===== src/sv/prbd_pkg.sv =====
package prbd_pkg;

  localparam int unsigned EncABit     = 0;
  localparam int unsigned EncBBit     = 1;
  localparam int unsigned Button0Bit  = 2;
  localparam int unsigned Button1Bit  = 3;
  localparam int unsigned Button2Bit  = 4;
  localparam int unsigned NumButtons  = 3;

  localparam logic [7:0]  TicksReset   = 8'd1;
  localparam logic [15:0] MinHoldReset = 16'd100;
  localparam logic [15:0] LongReset    = 16'd1000;

  localparam logic [5:0] PhIdle     = 6'h00;
  localparam logic [5:0] PhCwLast   = 6'h01;
  localparam logic [5:0] PhCwStart  = 6'h02;
  localparam logic [5:0] PhCwMid    = 6'h03;
  localparam logic [5:0] PhCcwStart = 6'h04;
  localparam logic [5:0] PhCcwLast  = 6'h05;
  localparam logic [5:0] PhCcwMid   = 6'h06;
  localparam logic [5:0] FlagCw     = 6'h10;
  localparam logic [5:0] FlagCcw    = 6'h20;
  localparam logic [5:0] RowMask    = 6'h0F;
  localparam logic [5:0] DirMask    = 6'h30;

  localparam logic signed [1:0] StepNone = 2'sd0;
  localparam logic signed [1:0] StepCw   = -2'sd1;
  localparam logic signed [1:0] StepCcw  = 2'sd1;

  typedef enum logic [1:0] {
    RegTicksPerStep  = 2'd0,
    RegInvertRotation = 2'd1,
    RegMinHoldMs     = 2'd2,
    RegLongPressMs   = 2'd3
  } cfg_reg_e;

  typedef struct packed {
    logic [7:0]  port_byte;
    logic [31:0] now_ms;
  } in_req_t;

  typedef struct packed {
    logic signed [1:0] rotary_step;
    logic [2:0]        short_press;
    logic [2:0]        long_press;
  } out_req_t;

  function automatic logic [5:0] phase_next(input logic [5:0] phase, input logic [1:0] ab);
    logic [5:0] row;
    logic [5:0] nxt;
    row = phase & RowMask;
    nxt = PhIdle;
    case (row)
      PhCwLast: begin
        case (ab)
          2'd0:    nxt = PhCwMid;
          2'd1:    nxt = PhIdle;
          2'd2:    nxt = PhCwLast;
          default: nxt = PhIdle | FlagCw;
        endcase
      end
      PhCwStart: begin
        case (ab)
          2'd0:    nxt = PhCwMid;
          2'd1:    nxt = PhCwStart;
          default: nxt = PhIdle;
        endcase
      end
      PhCwMid: begin
        case (ab)
          2'd0:    nxt = PhCwMid;
          2'd1:    nxt = PhCwStart;
          2'd2:    nxt = PhCwLast;
          default: nxt = PhIdle;
        endcase
      end
      PhCcwStart: begin
        case (ab)
          2'd0:    nxt = PhCcwMid;
          2'd2:    nxt = PhCcwStart;
          default: nxt = PhIdle;
        endcase
      end
      PhCcwLast: begin
        case (ab)
          2'd0:    nxt = PhCcwMid;
          2'd1:    nxt = PhCcwLast;
          2'd2:    nxt = PhIdle;
          default: nxt = PhIdle | FlagCcw;
        endcase
      end
      PhCcwMid: begin
        case (ab)
          2'd0:    nxt = PhCcwMid;
          2'd1:    nxt = PhCcwLast;
          2'd2:    nxt = PhCcwStart;
          default: nxt = PhIdle;
        endcase
      end
      default: begin
        // idle row, also taken for phases that cannot occur
        case (ab)
          2'd1:    nxt = PhCwStart;
          2'd2:    nxt = PhCcwStart;
          default: nxt = PhIdle;
        endcase
      end
    endcase
    return nxt;
  endfunction

endpackage


===== src/sv/panel_rotary_and_button_decoder.sv =====
// Decodes one sampled 8-bit panel port per request: encoder A/B on bits 0/1 drive a
// seven-phase quadrature table, and every ticks_per_step detents in one direction give
// a signed step (-1 clockwise, +1 counter-clockwise, negated when invert_rotation is
// set). Three active-low buttons on bits 2..4 latch a press with its timestamp; a
// release after more than min_hold_ms gives a one-request short or long pulse, long
// when the hold exceeded long_press_ms, hold times taken modulo 2^32. Exactly one
// result comes out per request. Each request goes into an input register, is decoded
// into the result register; one request per cycle while the output is not stalled,
// the input register taking one more while a result is stalled. The user writes the
// configuration via cfg_we_i/cfg_idx_i/cfg_data_i only while idle; it is unchecked.
module panel_rotary_and_button_decoder (
  input  logic                clk_i,
  input  logic                rst_ni,
  input  logic                cfg_we_i,
  input  logic [1:0]          cfg_idx_i,
  input  logic [15:0]         cfg_data_i,
  input  logic                in_valid_i,
  output logic                in_stall_o,
  input  prbd_pkg::in_req_t   in_req_i,
  output logic                out_valid_o,
  input  logic                out_stall_i,
  output prbd_pkg::out_req_t  out_req_o
);
  import prbd_pkg::*;

  logic [7:0]  ticks_q;
  logic        invert_q;
  logic [15:0] min_hold_q;
  logic [15:0] long_q;

  logic        in_valid_q;
  in_req_t     in_q;
  logic        out_valid_q;
  out_req_t    out_q;

  logic [5:0]  phase_q, phase_d;
  logic        going_cw_q, going_cw_d;
  logic [7:0]  count_q, count_d;
  logic [NumButtons-1:0] held_q, held_d;
  logic [31:0] start_q [NumButtons];

  logic        advance;
  logic [1:0]  ab;
  logic [5:0]  dir;
  logic        detent, cw;
  logic        below_limit;
  logic        ticks_le_one;
  logic signed [1:0] raw_step, step;
  logic [NumButtons-1:0] pressed, set_start, shorts, longs;
  logic [31:0] held_time [NumButtons];
  logic [NumButtons-1:0] release_ok, is_long;
  logic [2:0]  btn_pos [NumButtons];

  assign advance    = in_valid_q && (!out_valid_q || !out_stall_i);
  assign in_stall_o = in_valid_q && !advance;

  // config registers
  always_ff @(posedge clk_i or negedge rst_ni) begin
    if (!rst_ni) begin
      ticks_q    <= TicksReset;
      invert_q   <= 1'b0;
      min_hold_q <= MinHoldReset;
      long_q     <= LongReset;
    end else if (cfg_we_i) begin
      case (cfg_reg_e'(cfg_idx_i))
        RegTicksPerStep:   ticks_q    <= cfg_data_i[7:0];
        RegInvertRotation: invert_q   <= cfg_data_i[0];
        RegMinHoldMs:      min_hold_q <= cfg_data_i;
        RegLongPressMs:    long_q     <= cfg_data_i;
        default: ;
      endcase
    end
  end

  // rotary path
  always_comb begin
    ab           = {in_q.port_byte[EncBBit[2:0]], in_q.port_byte[EncABit[2:0]]};
    phase_d      = phase_next(phase_q, ab);
    dir          = phase_d & DirMask;
    detent       = (dir == FlagCw) || (dir == FlagCcw);
    cw           = (dir == FlagCw);
    below_limit  = ({1'b0, count_q} + 9'd1) < {1'b0, ticks_q};
    ticks_le_one = (ticks_q <= 8'd1);
    going_cw_d   = going_cw_q;
    count_d      = count_q;
    raw_step     = StepNone;
    if (detent) begin
      if (going_cw_q == cw) begin
        if (below_limit) begin
          count_d = count_q + 8'd1;
        end else begin
          count_d  = 8'd0;
          raw_step = cw ? StepCw : StepCcw;
        end
      end else begin
        count_d    = 8'd1;
        going_cw_d = cw;
        if (ticks_le_one) raw_step = cw ? StepCw : StepCcw;
      end
    end
    step = invert_q ? -raw_step : raw_step;
  end

  // button path, the three buttons in parallel
  assign btn_pos[0] = Button0Bit[2:0];
  assign btn_pos[1] = Button1Bit[2:0];
  assign btn_pos[2] = Button2Bit[2:0];

  always_comb begin
    held_d = held_q;
    for (int i = 0; i < NumButtons; i++) begin
      pressed[i]    = !in_q.port_byte[btn_pos[i]];
      held_time[i]  = in_q.now_ms - start_q[i];
      release_ok[i] = (held_time[i] > {16'd0, min_hold_q}) && !pressed[i];
      is_long[i]    = held_time[i] > {16'd0, long_q};
      set_start[i]  = !held_q[i] && pressed[i];
      shorts[i]     = held_q[i] && release_ok[i] && !is_long[i];
      longs[i]      = held_q[i] && release_ok[i] && is_long[i];
      if (set_start[i]) held_d[i] = 1'b1;
      if (held_q[i] && release_ok[i]) held_d[i] = 1'b0;
    end
  end

  always_ff @(posedge clk_i or negedge rst_ni) begin
    if (!rst_ni) begin
      in_valid_q  <= 1'b0;
      out_valid_q <= 1'b0;
      phase_q     <= PhIdle;
      going_cw_q  <= 1'b1;
      count_q     <= 8'd0;
      held_q      <= '0;
    end else begin
      if (!in_stall_o) in_valid_q <= in_valid_i;
      if (advance) begin
        out_valid_q <= 1'b1;
        phase_q     <= phase_d;
        going_cw_q  <= going_cw_d;
        count_q     <= count_d;
        held_q      <= held_d;
      end else if (!out_stall_i) begin
        out_valid_q <= 1'b0;
      end
    end
  end

  always_ff @(posedge clk_i) begin
    if (!in_stall_o && in_valid_i) in_q <= in_req_i;
    if (advance) begin
      out_q.rotary_step <= step;
      out_q.short_press <= shorts;
      out_q.long_press  <= longs;
      for (int i = 0; i < NumButtons; i++) begin
        if (set_start[i]) start_q[i] <= in_q.now_ms;
      end
    end
  end

  assign out_valid_o = out_valid_q;
  assign out_req_o   = out_q;

endmodule

===== config.mk =====
export PLATFORM = sky130hd
export DESIGN_NAME = panel_rotary_and_button_decoder
export DESIGN_NICKNAME = d
export VERILOG_FILES = /design/src/sv/prbd_pkg.sv /design/src/sv/panel_rotary_and_button_decoder.sv
export SDC_FILE = /design/constraint.sdc
export NUM_CORES = 1
export LEC_CHECK = 0
export BUFFER_PORTS_ARGS = -buffer_cell sky130_fd_sc_hd__buf_2
export CORE_MARGIN = 1.5
export CORE_UTILIZATION = 55
export CTS_CLUSTER_DIAMETER = 150
export CTS_CLUSTER_SIZE = 28
export DETAILED_ROUTE_END_ITERATION = 6
export PLACE_DENSITY_LB_ADDON = 0.1
export SLEW_MARGIN = 20
export SYNTH_ARGS = -nofsm -noshare
export SYNTH_HDL_FRONTEND = slang
export SYNTH_SLANG_ARGS = --single-unit

===== constraint.sdc =====
create_clock -name clk_i -period 5 [get_ports clk_i]
set_clock_uncertainty 0.05 [all_clocks]
set_input_delay 1 -clock clk_i [delete_from_list [all_inputs] [get_ports clk_i]]
set_output_delay 1 -clock clk_i [all_outputs]
set_load 0.005 [all_outputs]

==> metrics.txt <==
CTS Hold Bufs 0; worst hold path class register to register; WP data arrival 4890 ps; drt wl/cell 19.85 µm; max incr delay on CP 490 ps; worst slew pin tran 1052 ps; share of cells above drive strength 1 0.1113; cts bufs inserted 17; port buffer count 69; Core ar. 28550 µm²; # fillers 2540; clock-pin slew on the worst setup and hold paths 80 ps; RD Place Congestion 0.9363; overall power 5.522 mW; drt drc 0; predominant post-synthesis flop cell edfxtp_1; Comb pwr share 0.367; part of the power in the clock network 0.258; Power Density 320.6 nW/µm²; Syn. warnings 0; Nets 2030; Reg power frac 0.374; Total Routing Usage GR 0.2875; Post-Syn Instances 1704; number of synthesized flops with an enable pin 141; hold path depth 1; Initial Utilization 0.5564; Final setup violation count 0; HPWL Detailed 34.45 mm; setup_tns 0 ps; cells along the critical path ha_1, a21oi_1, o21ai_0, or3_1, o21ai_0, o21bai_1, a21oi_1, o21bai_1, a21oi_1, xnor2_1, ha_1, nand4_1, o21ai_0, o21ai_0, a21oi_1, nand3_1, nor3b_1; Cell Int Power 3.489 mW; max-cap violation count 0; Final Hold Vio Count 0; initial antenna violation count 0; largest net degree at the start of global routing 59; Setup Buffers After CTS 0; register bit total from synthesis 199; Worst VDD drop 0.0004855 V; P_leak 7.596 nW; vias in the first global route 12033; flop2flop setup slack 310 ps; placed cell area 16620 µm²; die area 29910 µm²; Post-Syn Area 15880 µm²; non-filler cells, final 2163; crit share post-route 0.9382; Peak Freq 0.2132 GHz; Sink Count 199; Startpoint Class register; worst-skew pair later-pin latency 460 ps; Design Area, Final 17220 µm²; Starting DRT DRC Count 971; Clk Tree Root Cell clkbuf_16; diode count 0; PostCTS Resize Cnt 0; CP Class register to register; CP required 5200 ps; sequential share of the synthesized area 0.3588; NetSw 2.033 mW; first drt pass iteration count 5; die width 172.9 µm; RSZ-0062 raised after global routing false; Via density 6.035; htree depth 4; I/O pin count 73; Post-Syn Nets 1968; Final ANT Viol Nets 0; clk buf depth 2; die height 172.9 µm; asr flop ratio synth 0.2915; CTS tree built; max-slew violation count 0; first-pass GRT wire length 67.05 mm; critical path's slowest cell edfxtp_1; GR Overflow Total 0; outcome finished clean; Distinct cells, synth 88; CP endpoint kind register; R2R cell count 17; sw frac 0.3682; vias after detailed routing 13054; synthesis-to-finish area growth 8.436%; cell count after placement 2131; Worst Path Max Fanout 6; Post-Route WL 42.94 mm; minimum clock period 4691 ps; Synth Area per Inst 9.322 µm²; Std-Cell Rows 62; Slew HR 0.2988
## critical path, delay by kind of cell, from the launching register on
family          cells  cell delay, ps
compound gates     10            2020
flops               1             490
xor+xnor            1             150
fa+ha+maj           2             770
simple gates        4            1000
## state kept, by name, indices dropped and copies added (netlist names), 2 cells and up
register	cells
ticks_q	8
ab	2
long_q	16
held_q	3
min_hold_q	16
count_q	8
in_q	35
phase_q	3
start_q	96
out_req_o	8
## metal layers
metal / GRT usage / part of all wire / routed length [µm] / up-vias
met5: 0 / 0 / 0 / -
met4: 0.07500 / 0.020 / 847 / 0
met3: 0.03848 / 0.049 / 2089 / 44
met2: 0.4645 / 0.46 / 19880 / 364
met1: 0.4078 / 0.47 / 20120 / 6207
li1: - / - / - / 6439
## cells in the final DEF, fill, tap and decap left out, types with 22 or more instances in the layout
cell type,synthesis,layout
xnor2_1,48,48
edfxtp_1,141,141
buf_2,9,69
nor3_1,26,23
dfrtp_1,47,47
o21a_1,43,43
mux2_2,36,36
a21oi_1,147,147
o211ai_1,25,25
o21ai_0,92,92
inv_1,177,177
ha_1,198,198
nand2_1,135,135
a21o_1,58,58
nor2_1,100,100
xor2_1,22,22
nand3_1,37,37
nand4_1,46,46
nand2b_1,24,24
## stage by stage
step	hold WS [ps]	worst slack (ps)	util
after floorplan	407.4	916.4	-
after global placement	418.5	412.6	0.5823
after detailed placement	431.8	293.9	0.5823
after CTS	450.1	258.9	0.6031
after global routing	478.8	48.02	0.6033
final	442.8	308.8	0.6033
## power groups by stage
stage / Clock, mW / Sequential [mW] / Combinational (mW)
2_1_floorplan: 0 / 2.05 / 1.48
3_3_place_gp: 0 / 2.10 / 1.95
3_5_place_dp: 0 / 2.10 / 1.99
4_1_cts: 1.45 / 2.07 / 2.00
5_1_grt: 1.52 / 2.09 / 2.26
6_report: 1.43 / 2.07 / 2.03
## worst paths after layout
| check | start | endpoint |
|---|---|---|
| hold reg to reg | in_valid_q | out_valid_o |
| setup / recovery | in_q[8] | out_req_o[3] |
| max in group asynchronous | rst_ni | min_hold_q[1] |
| hold / removal | in_valid_q | out_valid_o |
| min in group asynchronous | rst_ni | in_valid_q |
| setup reg to reg | in_q[8] | out_req_o[3] |
## kinds of logic (layout without fill, tap and decap cells)
kind of cell,after synthesis,after routing,share of synthesized area
AO/OA/AOI/OAI,502,502,0.2062
AND/OR/NAND/NOR,470,470,0.1503
buffers and inverters,216,291,0.05443
adder cells (fa/ha/maj),201,201,0.1597
flip-flops,199,199,0.3588
XOR/XNOR,70,70,0.03860
multiplexers,46,46,0.03190
## synthesized netlist by cell type (24+ instances only)
master / n / area share
nor3_1: 26 / 0.0082
nand2_1: 135 / 0.032
a21o_1: 58 / 0.027
dfrtp_1: 47 / 0.074
nor2_1: 100 / 0.024
o21ai_0: 92 / 0.029
o21a_1: 43 / 0.020
ha_1: 198 / 0.16
edfxtp_1: 141 / 0.27
o211ai_1: 25 / 0.012
nand2b_1: 24 / 0.0095
xnor2_1: 48 / 0.026
inv_1: 177 / 0.042
nand4_1: 46 / 0.018
a21oi_1: 147 / 0.046
mux2_2: 36 / 0.026
nand3_1: 37 / 0.012
## cell type report
cell class | count | area [µm²] | area share
Clock buffer | 17 | 425.4 | 0.02470
Timing Repair Buffer | 82 | 442.9 | 0.02572
Inverter | 177 | 664.4 | 0.03857
Multi-Input combinational cell | 1289 | 9344 | 0.5425
Tap cell | 384 | 480.5 | 0.02789
Sequential cell | 199 | 5699 | 0.3309
Clock inverter | 15 | 167.7 | 0.009734
Note: power is estimated with default switching activity, not from simulation.
